$ cat src/sv/poc_pkg.sv
// Shared types and constants for the path obstacle collision check.
`default_nettype none
package poc_pkg;

  // Clamped axis magnitude and squared distance widths
  localparam int MAG_W = 17;
  localparam int SQ_W = 34;
  localparam logic [MAG_W-1:0] AXIS_CLAMP = 17'h10000;

  // Distance thresholds, squared, in 1/65536 m^2
  localparam logic [SQ_W-1:0] NEAR_LIMIT_SQ = 34'd802816;    // 3.5 m
  localparam logic [SQ_W-1:0] LEADER_LIMIT_SQ = 34'd262144;  // 2.0 m

  // Square root: radicand below 3.5 m squared fits in 20 bits
  localparam int ROOT_W = 20;
  localparam logic [ROOT_W-1:0] ROOT_BIT0 = 20'h40000;
  localparam int RES_W = 10;

  // Divide by three as multiply by reciprocal, exact for inputs below 2048
  localparam logic [RES_W-1:0] RECIP3 = 10'd683;
  localparam int RECIP_SHIFT = 11;
  localparam int INC_W = 9;

  localparam int COST_W = 32;
  localparam int CD_W = 16;
  localparam int CFG_IDX_W = 2;

  // Configuration register indexes
  typedef enum logic [CFG_IDX_W-1:0] {
    REG_COLL_DIST = 2'd0,
    REG_FOLLOW    = 2'd1,
    REG_LEADER_X  = 2'd2,
    REG_LEADER_Y  = 2'd3
  } cfg_reg_t;

  // Datapath operations issued by the controller
  typedef enum logic [3:0] {
    OP_IDLE,
    OP_SQX,
    OP_SQY,
    OP_LSX,
    OP_LSY,
    OP_CDSQ,
    OP_ROOT,
    OP_DIV,
    OP_UPDATE,
    OP_EMIT
  } op_t;

  typedef struct packed {
    logic accept;
    op_t  op;
  } poc_cmd_t;

  typedef struct packed {
    logic skip;
    logic root_last;
    logic last;
  } poc_stat_t;

endpackage
`default_nettype wire

$ cat src/sv/poc_ctrl.sv
// Controller state machine sequencing one transaction through the datapath.
`default_nettype none
module poc_ctrl
  import poc_pkg::*;
(
  input  wire logic      clk,
  input  wire logic      rst_n,
  input  wire logic      in_valid,
  output logic           in_ready,
  output logic           out_valid,
  input  wire logic      out_ready,
  input  wire poc_stat_t st,
  output poc_cmd_t       cmd
);

  typedef enum logic [3:0] {
    S_IDLE,
    S_SQX,
    S_SQY,
    S_LSX,
    S_LSY,
    S_CDSQ,
    S_ROOT,
    S_DIV,
    S_UPDATE,
    S_EMIT
  } state_t;

  state_t state_r, state_nxt;
  logic   in_ready_r, in_ready_nxt;
  logic   out_valid_r, out_valid_nxt;
  logic   accept;
  logic   emit_load;

  assign accept = in_valid && in_ready_r;
  assign emit_load = (state_r == S_EMIT) && st.last && (!out_valid_r || out_ready);

  // Next state and registered handshake outputs
  always_comb begin
    state_nxt = state_r;
    case (state_r)
      S_IDLE: begin
        if (accept) begin
          state_nxt = st.skip ? S_EMIT : S_SQX;
        end
      end
      S_SQX:    state_nxt = S_SQY;
      S_SQY:    state_nxt = S_LSX;
      S_LSX:    state_nxt = S_LSY;
      S_LSY:    state_nxt = S_CDSQ;
      S_CDSQ:   state_nxt = S_ROOT;
      S_ROOT: begin
        if (st.root_last) begin
          state_nxt = S_DIV;
        end
      end
      S_DIV:    state_nxt = S_UPDATE;
      S_UPDATE: state_nxt = S_EMIT;
      S_EMIT: begin
        if (!st.last || emit_load) begin
          state_nxt = S_IDLE;
        end
      end
      default:  state_nxt = S_IDLE;
    endcase
    in_ready_nxt = (state_nxt == S_IDLE);
    if (emit_load) begin
      out_valid_nxt = 1'b1;
    end else if (out_ready) begin
      out_valid_nxt = 1'b0;
    end else begin
      out_valid_nxt = out_valid_r;
    end
  end

  always_ff @(posedge clk) begin
    if (!rst_n) begin
      state_r     <= S_IDLE;
      in_ready_r  <= 1'b1;
      out_valid_r <= 1'b0;
    end else begin
      state_r     <= state_nxt;
      in_ready_r  <= in_ready_nxt;
      out_valid_r <= out_valid_nxt;
    end
  end

  // Map state to datapath operation
  always_comb begin
    cmd.accept = accept;
    case (state_r)
      S_SQX:    cmd.op = OP_SQX;
      S_SQY:    cmd.op = OP_SQY;
      S_LSX:    cmd.op = OP_LSX;
      S_LSY:    cmd.op = OP_LSY;
      S_CDSQ:   cmd.op = OP_CDSQ;
      S_ROOT:   cmd.op = OP_ROOT;
      S_DIV:    cmd.op = OP_DIV;
      S_UPDATE: cmd.op = OP_UPDATE;
      S_EMIT:   cmd.op = emit_load ? OP_EMIT : OP_IDLE;
      default:  cmd.op = OP_IDLE;
    endcase
  end

  assign in_ready = in_ready_r;
  assign out_valid = out_valid_r;

  // A transaction that continues a collided run goes straight to the result step
  a_skip_to_emit: assert property (@(posedge clk) disable iff (!rst_n)
    (accept && st.skip) |=> (state_r == S_EMIT))
    else $error("skipped transaction did not go to emit");

  // A new result only appears out of the emit step
  a_valid_from_emit: assert property (@(posedge clk) disable iff (!rst_n)
    $rose(out_valid_r) |-> $past(state_r == S_EMIT))
    else $error("result raised outside emit");

  // The root iteration only leaves on its final step
  a_root_hold: assert property (@(posedge clk) disable iff (!rst_n)
    (state_r == S_ROOT && !st.root_last) |=> (state_r == S_ROOT))
    else $error("root iteration left early");

  // No input taken while a transaction is in progress
  a_ready_idle: assert property (@(posedge clk) disable iff (!rst_n)
    (state_r != S_IDLE) |-> !in_ready_r)
    else $error("ready while busy");

endmodule
`default_nettype wire

$ cat src/sv/poc_dpath.sv
// Datapath: configuration registers, shared multiplier, root unit and cost state.
`default_nettype none
module poc_dpath
  import poc_pkg::*;
#(
  parameter int COORD_WIDTH = 24
) (
  input  wire logic                          clk,
  input  wire logic                          rst_n,
  input  wire logic                          cfg_we,
  input  wire logic [CFG_IDX_W-1:0]          cfg_index,
  input  wire logic [COORD_WIDTH-1:0]        cfg_data,
  input  wire logic signed [COORD_WIDTH-1:0] in_path_x,
  input  wire logic signed [COORD_WIDTH-1:0] in_path_y,
  input  wire logic signed [COORD_WIDTH-1:0] in_corner_x,
  input  wire logic signed [COORD_WIDTH-1:0] in_corner_y,
  input  wire logic signed [COORD_WIDTH-1:0] in_centre_x,
  input  wire logic signed [COORD_WIDTH-1:0] in_centre_y,
  input  wire logic [COST_W-1:0]             in_base_cost,
  input  wire logic                          in_first_pair,
  input  wire logic                          in_last_pair,
  output logic                               out_collided,
  output logic [COST_W-1:0]                  out_path_cost,
  input  wire poc_cmd_t                      cmd,
  output poc_stat_t                          st
);

  localparam int DW = COORD_WIDTH + 1;

  // Clamped absolute difference of two coordinates
  function automatic logic [MAG_W-1:0] clamp_mag(
    input logic signed [COORD_WIDTH-1:0] a,
    input logic signed [COORD_WIDTH-1:0] b
  );
    logic signed [DW-1:0] d;
    logic [DW-1:0]        m;
    d = DW'(a) - DW'(b);
    m = d[DW-1] ? DW'(-d) : DW'(d);
    clamp_mag = (m > DW'(AXIS_CLAMP)) ? AXIS_CLAMP : m[MAG_W-1:0];
  endfunction

  // Configuration
  logic [CD_W-1:0]               cd_r;
  logic                          follow_r;
  logic signed [COORD_WIDTH-1:0] leader_x_r;
  logic signed [COORD_WIDTH-1:0] leader_y_r;

  // Working registers
  logic [MAG_W-1:0]  mx_r, my_r, lx_r, ly_r;
  logic [SQ_W-1:0]   d2_r, l2_r;
  logic [SQ_W-1:0]   cd2_r;
  logic [ROOT_W-1:0] rad_r, res_r, bit_r;
  logic [INC_W-1:0]  inc_r;
  logic              last_r;

  // Run state
  logic [COST_W-1:0] cost_r;
  logic              hit_r;

  logic [MAG_W-1:0]        mul_a;
  logic [SQ_W-1:0]         prod;
  logic [ROOT_W-1:0]       trial;
  logic [2*RES_W-1:0]      quot_prod;
  logic [COST_W:0]         cost_sum;
  logic                    near_leader;

  // Write configuration registers
  always_ff @(posedge clk) begin
    if (!rst_n) begin
      cd_r       <= CD_W'(512);
      follow_r   <= 1'b0;
      leader_x_r <= '0;
      leader_y_r <= '0;
    end else if (cfg_we) begin
      case (cfg_reg_t'(cfg_index))
        REG_COLL_DIST: cd_r <= cfg_data[CD_W-1:0];
        REG_FOLLOW:    follow_r <= cfg_data[0];
        REG_LEADER_X:  leader_x_r <= cfg_data;
        REG_LEADER_Y:  leader_y_r <= cfg_data;
        default: ;
      endcase
    end
  end

  // Select the shared multiplier operand; it squares
  always_comb begin
    case (cmd.op)
      OP_SQX:  mul_a = mx_r;
      OP_SQY:  mul_a = my_r;
      OP_LSX:  mul_a = lx_r;
      OP_LSY:  mul_a = ly_r;
      OP_CDSQ: mul_a = MAG_W'(cd_r);
      default: mul_a = '0;
    endcase
  end

  assign prod = SQ_W'(mul_a) * SQ_W'(mul_a);
  assign trial = res_r + bit_r;
  assign quot_prod = (2*RES_W)'(res_r[RES_W-1:0]) * (2*RES_W)'(RECIP3);
  assign cost_sum = {1'b0, cost_r} + (COST_W + 1)'(inc_r);
  assign near_leader = follow_r && (l2_r < LEADER_LIMIT_SQ);

  // Capture operands on accept
  always_ff @(posedge clk) begin
    if (cmd.accept) begin
      mx_r   <= clamp_mag(in_path_x, in_corner_x);
      my_r   <= clamp_mag(in_path_y, in_corner_y);
      lx_r   <= clamp_mag(in_centre_x, leader_x_r);
      ly_r   <= clamp_mag(in_centre_y, leader_y_r);
      last_r <= in_last_pair;
    end
  end

  // Squares, root steps and divide
  always_ff @(posedge clk) begin
    case (cmd.op)
      OP_SQX: d2_r <= prod;
      OP_SQY: d2_r <= d2_r + prod;
      OP_LSX: l2_r <= prod;
      OP_LSY: l2_r <= l2_r + prod;
      OP_CDSQ: begin
        cd2_r <= prod;
        rad_r <= d2_r[ROOT_W-1:0];
        res_r <= '0;
        bit_r <= ROOT_BIT0;
      end
      OP_ROOT: begin
        if (rad_r >= trial) begin
          rad_r <= rad_r - trial;
          res_r <= (res_r >> 1) + bit_r;
        end else begin
          res_r <= res_r >> 1;
        end
        bit_r <= bit_r >> 2;
      end
      OP_DIV: inc_r <= quot_prod[RECIP_SHIFT +: INC_W];
      default: ;
    endcase
  end

  // Load run on first pair, add cost and mark collision on update
  always_ff @(posedge clk) begin
    if (!rst_n) begin
      cost_r <= '0;
      hit_r  <= 1'b0;
    end else if (cmd.accept && in_first_pair) begin
      cost_r <= in_base_cost;
      hit_r  <= 1'b0;
    end else if (cmd.op == OP_UPDATE) begin
      if ((d2_r < NEAR_LIMIT_SQ) && !near_leader) begin
        cost_r <= cost_sum[COST_W] ? {COST_W{1'b1}} : cost_sum[COST_W-1:0];
      end
      if (d2_r <= cd2_r) begin
        hit_r <= 1'b1;
      end
    end
  end

  // Result register
  always_ff @(posedge clk) begin
    if (cmd.op == OP_EMIT) begin
      out_collided  <= hit_r;
      out_path_cost <= cost_r;
    end
  end

  assign st.skip = hit_r && !in_first_pair;
  assign st.root_last = bit_r[0];
  assign st.last = last_r;

  // Collision mark clears only when a run starts
  a_hit_clear: assert property (@(posedge clk) disable iff (!rst_n)
    $fell(hit_r) |-> $past(cmd.accept && in_first_pair))
    else $error("collision mark dropped mid run");

  // Cost never decreases on an update
  a_cost_mono: assert property (@(posedge clk) disable iff (!rst_n)
    (cmd.op == OP_UPDATE && !cmd.accept) |=> (cost_r >= $past(cost_r)))
    else $error("cost decreased on update");

endmodule
`default_nettype wire

$ cat src/sv/path_obstacle_collision_check.sv
// An evaluated transaction squares both path axes, both leader axes and the collision
// distance, then runs the one-bit-per-cycle root, the divide, the update and emit. A
// closing pair loads the result register in emit, which waits on a pending result; a
// collided run skips to emit. One transaction at a time, set by the shared multiplier.
// Reset (rst_n, synchronous, active low) restores configuration defaults, clears cost
// and collision state, and leaves the block ready with no result pending.
`default_nettype none
module path_obstacle_collision_check
  import poc_pkg::*;
#(
  parameter int COORD_WIDTH = 24
) (
  input  wire logic                          clk,
  input  wire logic                          rst_n,
  input  wire logic                          cfg_we,
  input  wire logic [CFG_IDX_W-1:0]          cfg_index,
  input  wire logic [COORD_WIDTH-1:0]        cfg_data,
  input  wire logic                          in_valid,
  output logic                               in_ready,
  input  wire logic signed [COORD_WIDTH-1:0] in_path_x,
  input  wire logic signed [COORD_WIDTH-1:0] in_path_y,
  input  wire logic signed [COORD_WIDTH-1:0] in_corner_x,
  input  wire logic signed [COORD_WIDTH-1:0] in_corner_y,
  input  wire logic signed [COORD_WIDTH-1:0] in_centre_x,
  input  wire logic signed [COORD_WIDTH-1:0] in_centre_y,
  input  wire logic [COST_W-1:0]             in_base_cost,
  input  wire logic                          in_first_pair,
  input  wire logic                          in_last_pair,
  output logic                               out_valid,
  input  wire logic                          out_ready,
  output logic                               out_collided,
  output logic [COST_W-1:0]                  out_path_cost
);

  poc_cmd_t  cmd;
  poc_stat_t st;

  // Sequence each transaction
  poc_ctrl u_ctrl (
    .clk       (clk),
    .rst_n     (rst_n),
    .in_valid  (in_valid),
    .in_ready  (in_ready),
    .out_valid (out_valid),
    .out_ready (out_ready),
    .st        (st),
    .cmd       (cmd)
  );

  // Arithmetic and run state
  poc_dpath #(
    .COORD_WIDTH (COORD_WIDTH)
  ) u_dpath (
    .clk           (clk),
    .rst_n         (rst_n),
    .cfg_we        (cfg_we),
    .cfg_index     (cfg_index),
    .cfg_data      (cfg_data),
    .in_path_x     (in_path_x),
    .in_path_y     (in_path_y),
    .in_corner_x   (in_corner_x),
    .in_corner_y   (in_corner_y),
    .in_centre_x   (in_centre_x),
    .in_centre_y   (in_centre_y),
    .in_base_cost  (in_base_cost),
    .in_first_pair (in_first_pair),
    .in_last_pair  (in_last_pair),
    .out_collided  (out_collided),
    .out_path_cost (out_path_cost),
    .cmd           (cmd),
    .st            (st)
  );

endmodule
`default_nettype wire

$ cat config.mk
export PLATFORM = sky130hd
export DESIGN_NAME = path_obstacle_collision_check
export DESIGN_NICKNAME = d
export VERILOG_FILES = /design/src/sv/poc_pkg.sv /design/src/sv/poc_ctrl.sv /design/src/sv/poc_dpath.sv /design/src/sv/path_obstacle_collision_check.sv
export SDC_FILE = /design/constraint.sdc
export NUM_CORES = 2
export LEC_CHECK = 0
export CAP_MARGIN = 20
export CORE_ASPECT_RATIO = 0.9
export CORE_MARGIN = 2
export CORE_UTILIZATION = 67
export CTS_CLUSTER_SIZE = 28
export DETAILED_ROUTE_END_ITERATION = 16
export DONT_BUFFER_PORTS = 1
export PLACE_DENSITY = 0.83
export SYNTH_ARGS = -nofsm -noshare
export SYNTH_HDL_FRONTEND = slang
export SYNTH_HIERARCHICAL = 1
export SYNTH_SLANG_ARGS = --single-unit
$ cat constraint.sdc
create_clock -name clk -period 14.3 [get_ports clk]
set_input_delay 2.86 -clock clk [delete_from_list [all_inputs] [get_ports clk]]
set_output_delay 2.86 -clock clk [all_outputs]
set_load 0.05 [all_outputs]
==> metrics.csv <==
stage;metric;value;unit
synthesis;synth_seq_area_share;25.1;%
worst_setup_path;endpoint_kind;flip-flop;
drt;first_iter_violations;2878;
clocking;clkTransAtPathRegs;0.06;ns
power_and_ir_drop;p_per_area;151;nW/µm²
synthesis;synthMuxAreaShare;0.648;%
clocking;cts_buffer_depth;3;
worst_setup_path;cp_slowest_cell;fa_1;
floorplan;num_rows;84;
cells_and_area;syn_to_final_growth;5.01;%
floorplan;die_h;235;µm
clocking;cts.hold.buffers_added;0;
clocking;clk_root_buffer_cell;clkbuf_16;
cells_and_area;fillCellCount;4611;
synthesis;synth_cell_type_count;111;
clocking;cts_tree;built;
floorplan;die_area;61100;µm²
clocking;cts_resized;0;
worst_setup_path;startpoint;out_ready;
clocking;clock_latency;0.59;ns
drt;wl;104000;µm
grt;first_global_vias;32200;
placement;gp_congestion;0.982;
timing;max_freq;77.1;MHz
worst_setup_path;r2r_start;u_ctrl/out_valid;
floorplan;coreArea;58400;µm²
timing;rsz0062_at_grt;no;
clocking;postCtsSetupBuffers;0;
power_and_ir_drop;power;6.26;mW
synthesis;synth_compound_area_share;18.7;%
worst_setup_path;worst-setup-path-type;input pin to flip-flop;
timing;period_share;90.7;%
drt;vias_per_cell;6.30;
clocking;cts_sinks;366;
cells_and_area;drive_above_1_share;4.46;%
worst_hold_path;hold_start;u_dpath/leader_x_r[9];
timing;min_period;12.97;ns
job;cap_viol_max_count;0;
grt;grt_max_degree;104;
power_and_ir_drop;peakVddDrop;0.129;mV
drt;vias;33600;
timing;report.final.slew_viol_count;0;
synthesis;synthSimpleGateAreaFrac;18.1;%
power_and_ir_drop;cell_internal_pwr;3.42;mW
timing;skew;0.0275;ns
power_and_ir_drop;clock_power_share;17.3;%
synthesis;synthAdderAreaFrac;24.1;%
run_status;status;finished, final reports clean;
clocking;htreeDepth;2;
timing;worst_pin_slew;1.05;ns
synthesis;yosys_register_bits;366;
synthesis;synthCells;4603;
power_and_ir_drop;power.net_switching;2.84;mW
timing;setup_viol;0;
worst_setup_path;path_common_cell;fa_1;
timing;slew_headroom;29.8;%
timing;hold_viol;0;
drt;wl_per_cell;19.5;µm
worst_setup_path;cp.arrival;13.30;ns
worst_setup_path;start_kind;input pin;
drt;dr.pass1.iters;9;
drt;ant_nets;0;
drt;drc;0;
power_and_ir_drop;p_comb_share;58.7;%
synthesis;async_reset_ff_share;0;%
timing;finalSetupTns;0;ns
synthesis;syn_nets;5445;
floorplan;ioPinCount;244;
power_and_ir_drop;leakage;18.0;nW
synthesis;netlist.area_leader.share;19.9;%
synthesis;synth.avg_cell_area;8.61;µm²
grt;grt_pass1_wl;167000;µm
synthesis;synth-edff-count;262;
synthesis;yosys.area.top_type;edfxtp_1;
placement;dp_cells;5245;
cells_and_area;layout.nets;5359;
synthesis;yosysWarnings;6;
synthesis;synthXorXnorAreaFrac;6.63;%
grt;grtUsageTotal;33.6;%
placement;portBuffers;0;
synthesis;netlist_area;39600;µm²
floorplan;initial_core_util;67.8;%
synthesis;ys.flop_type;edfxtp_1;
grt;antenna_found_initial;3;
clocking;cts_buffers;41;
synthesis;synthTopCellsByArea;edfxtp_1 20%, ha_1 13%, fa_1 11%;
worst_setup_path;required;14.63;ns
synthesis;synth_top_family_by_area;adder cells;
power_and_ir_drop;seq_power_share;23.9;%
worst_hold_path;hold_path_class;flip-flop to flip-flop;
worst_setup_path;critPathMaxStageDelay;0.56;ns
floorplan;die_x;260;µm
placement;dp_hpwl;80800;µm
grt;overflow;0;
power_and_ir_drop;swShare;45.4;%
worst_setup_path;crit_path_max_fanout;18;
cells_and_area;fin_cells;5328;
[worst max-delay path: cells and delay by family]
family / cells / cell delay [ns]
AND/OR/NAND/NOR: 10 / 2.10
AO/OA/AOI/OAI: 15 / 3.38
multiplexers: 1 / 0.20
adder cells (fa/ha/maj): 8 / 3.69
buffers and inverters: 6 / 0.76
XOR/XNOR: 1 / 0.29
[power groups by stage]
stage	Combinational (mW)	Sequential, mW	Clock, mW
after floorplan	2.78	1.45	0
after global routing	4.11	1.51	1.14
after CTS	3.62	1.49	1.10
final	3.68	1.50	1.09
after detailed placement	3.58	1.51	0
after global placement	3.49	1.51	0
[synthesized netlist by cell type, types with 41 or more instances]
cell,n
nor2_1,362
a21oi_1,239
nor2b_1,54
a31oi_1,44
ha_1,415
edfxtp_1,262
nand2_1,540
clkbuf_1,127
a21boi_0,74
dfxtp_1,104
nand3_1,83
a21o_1,118
xor2_1,96
xnor2_1,202
nor3_1,92
nand4_1,50
nand2b_1,42
inv_1,524
fa_1,218
o21ai_0,223
a211oi_1,41
o21a_1,47
[layer usage]
layer	wire [µm]	GRT usage [%]	share of wire, %
met5	22	0	0.021
met4	3560	11.3	3.4
met3	8950	6.84	8.6
met2	47200	53.4	45
met1	44200	45.9	43
[final timing paths]
check / to / slack, ns / cells past startpoint
worst max-delay path: u_dpath/d2_r[32] / 1.33 / 41
worst min-delay path: u_dpath/leader_x_r[9] / 0.46 / 2
worst max register to register: u_dpath/d2_r[32] / 2.89 / 43
worst min register to register: u_dpath/leader_x_r[9] / 0.46 / 2
[registers in the layout, summed over array words and instances (netlist names)]
name	count
u_ctrl/in_ready	1
u_dpath/cost_r	32
u_dpath/d2_r	34
u_dpath/leader_x_r	24
u_dpath/mx_r	17
u_dpath/my_r	17
u_dpath/ly_r	17
u_dpath/cd_r	16
u_dpath/res_r	20
u_dpath/hit_r	1
u_dpath/cd2_r	33
u_dpath/inc_r	9
u_dpath/rad_r	20
u_dpath/out_path_cost	32
u_ctrl/out_valid	1
u_dpath/bit_r	10
u_dpath/leader_y_r	24
u_ctrl/state_r	4
u_dpath/lx_r	17
u_dpath/follow_r	1
u_dpath/l2_r	34
u_dpath/last_r	1
u_dpath/out_collided	1
[cell type report]
| class | count | area, µm² | share of cell area, % |
|---|---|---|---|
| multi-input cells | 3550 | 27100 | 65.1 |
| clock inverters | 17 | 175 | 0.421 |
| flip-flops and latches | 366 | 9950 | 23.9 |
| diodes | 4 | 10.0 | 0.0241 |
| clock buffers | 59 | 1190 | 2.87 |
| inverters | 532 | 2000 | 4.80 |
| well taps | 774 | 968 | 2.33 |
| repair buffers | 26 | 214 | 0.514 |
[kinds of logic after synthesis]
family                     count (synthesis)
adders and majority gates                633
DFF                                      366
muxes                                     25
buffers and inverters                    687
xor gates and xnor gates                 299
AOI/OAI and AO/OA                       1100
and+or+nand+nor                         1493
[metrics by stage]
stage / hold WS, ns / setup WS (ns) / util, % / instance area [µm²]
3_5_place_dp: 0.443 / 0.900 / 68.7 / 40200
2_1_floorplan: 0.423 / 1.35 / - / 39600
6_report: 0.460 / 1.33 / 71.2 / 41600
5_1_grt: 0.469 / 0.765 / 71.2 / 41600
4_1_cts: 0.461 / 1.50 / 71.1 / 41500
3_3_place_gp: 0.445 / 1.20 / 68.7 / 40200
[placed cells by master, fill, tap and decap left out, drive strengths merged, types with 92 or more instances in the layout]
cell	instances
xor2	96
a21oi	239
nand2	540
nor3	92
o21ai	228
nor2	372
fa	218
inv	528
xnor2	203
a21o	118
edfxtp	262
ha	415
dfxtp	104
No activity file was read; power rests on OpenSTA's default activity.
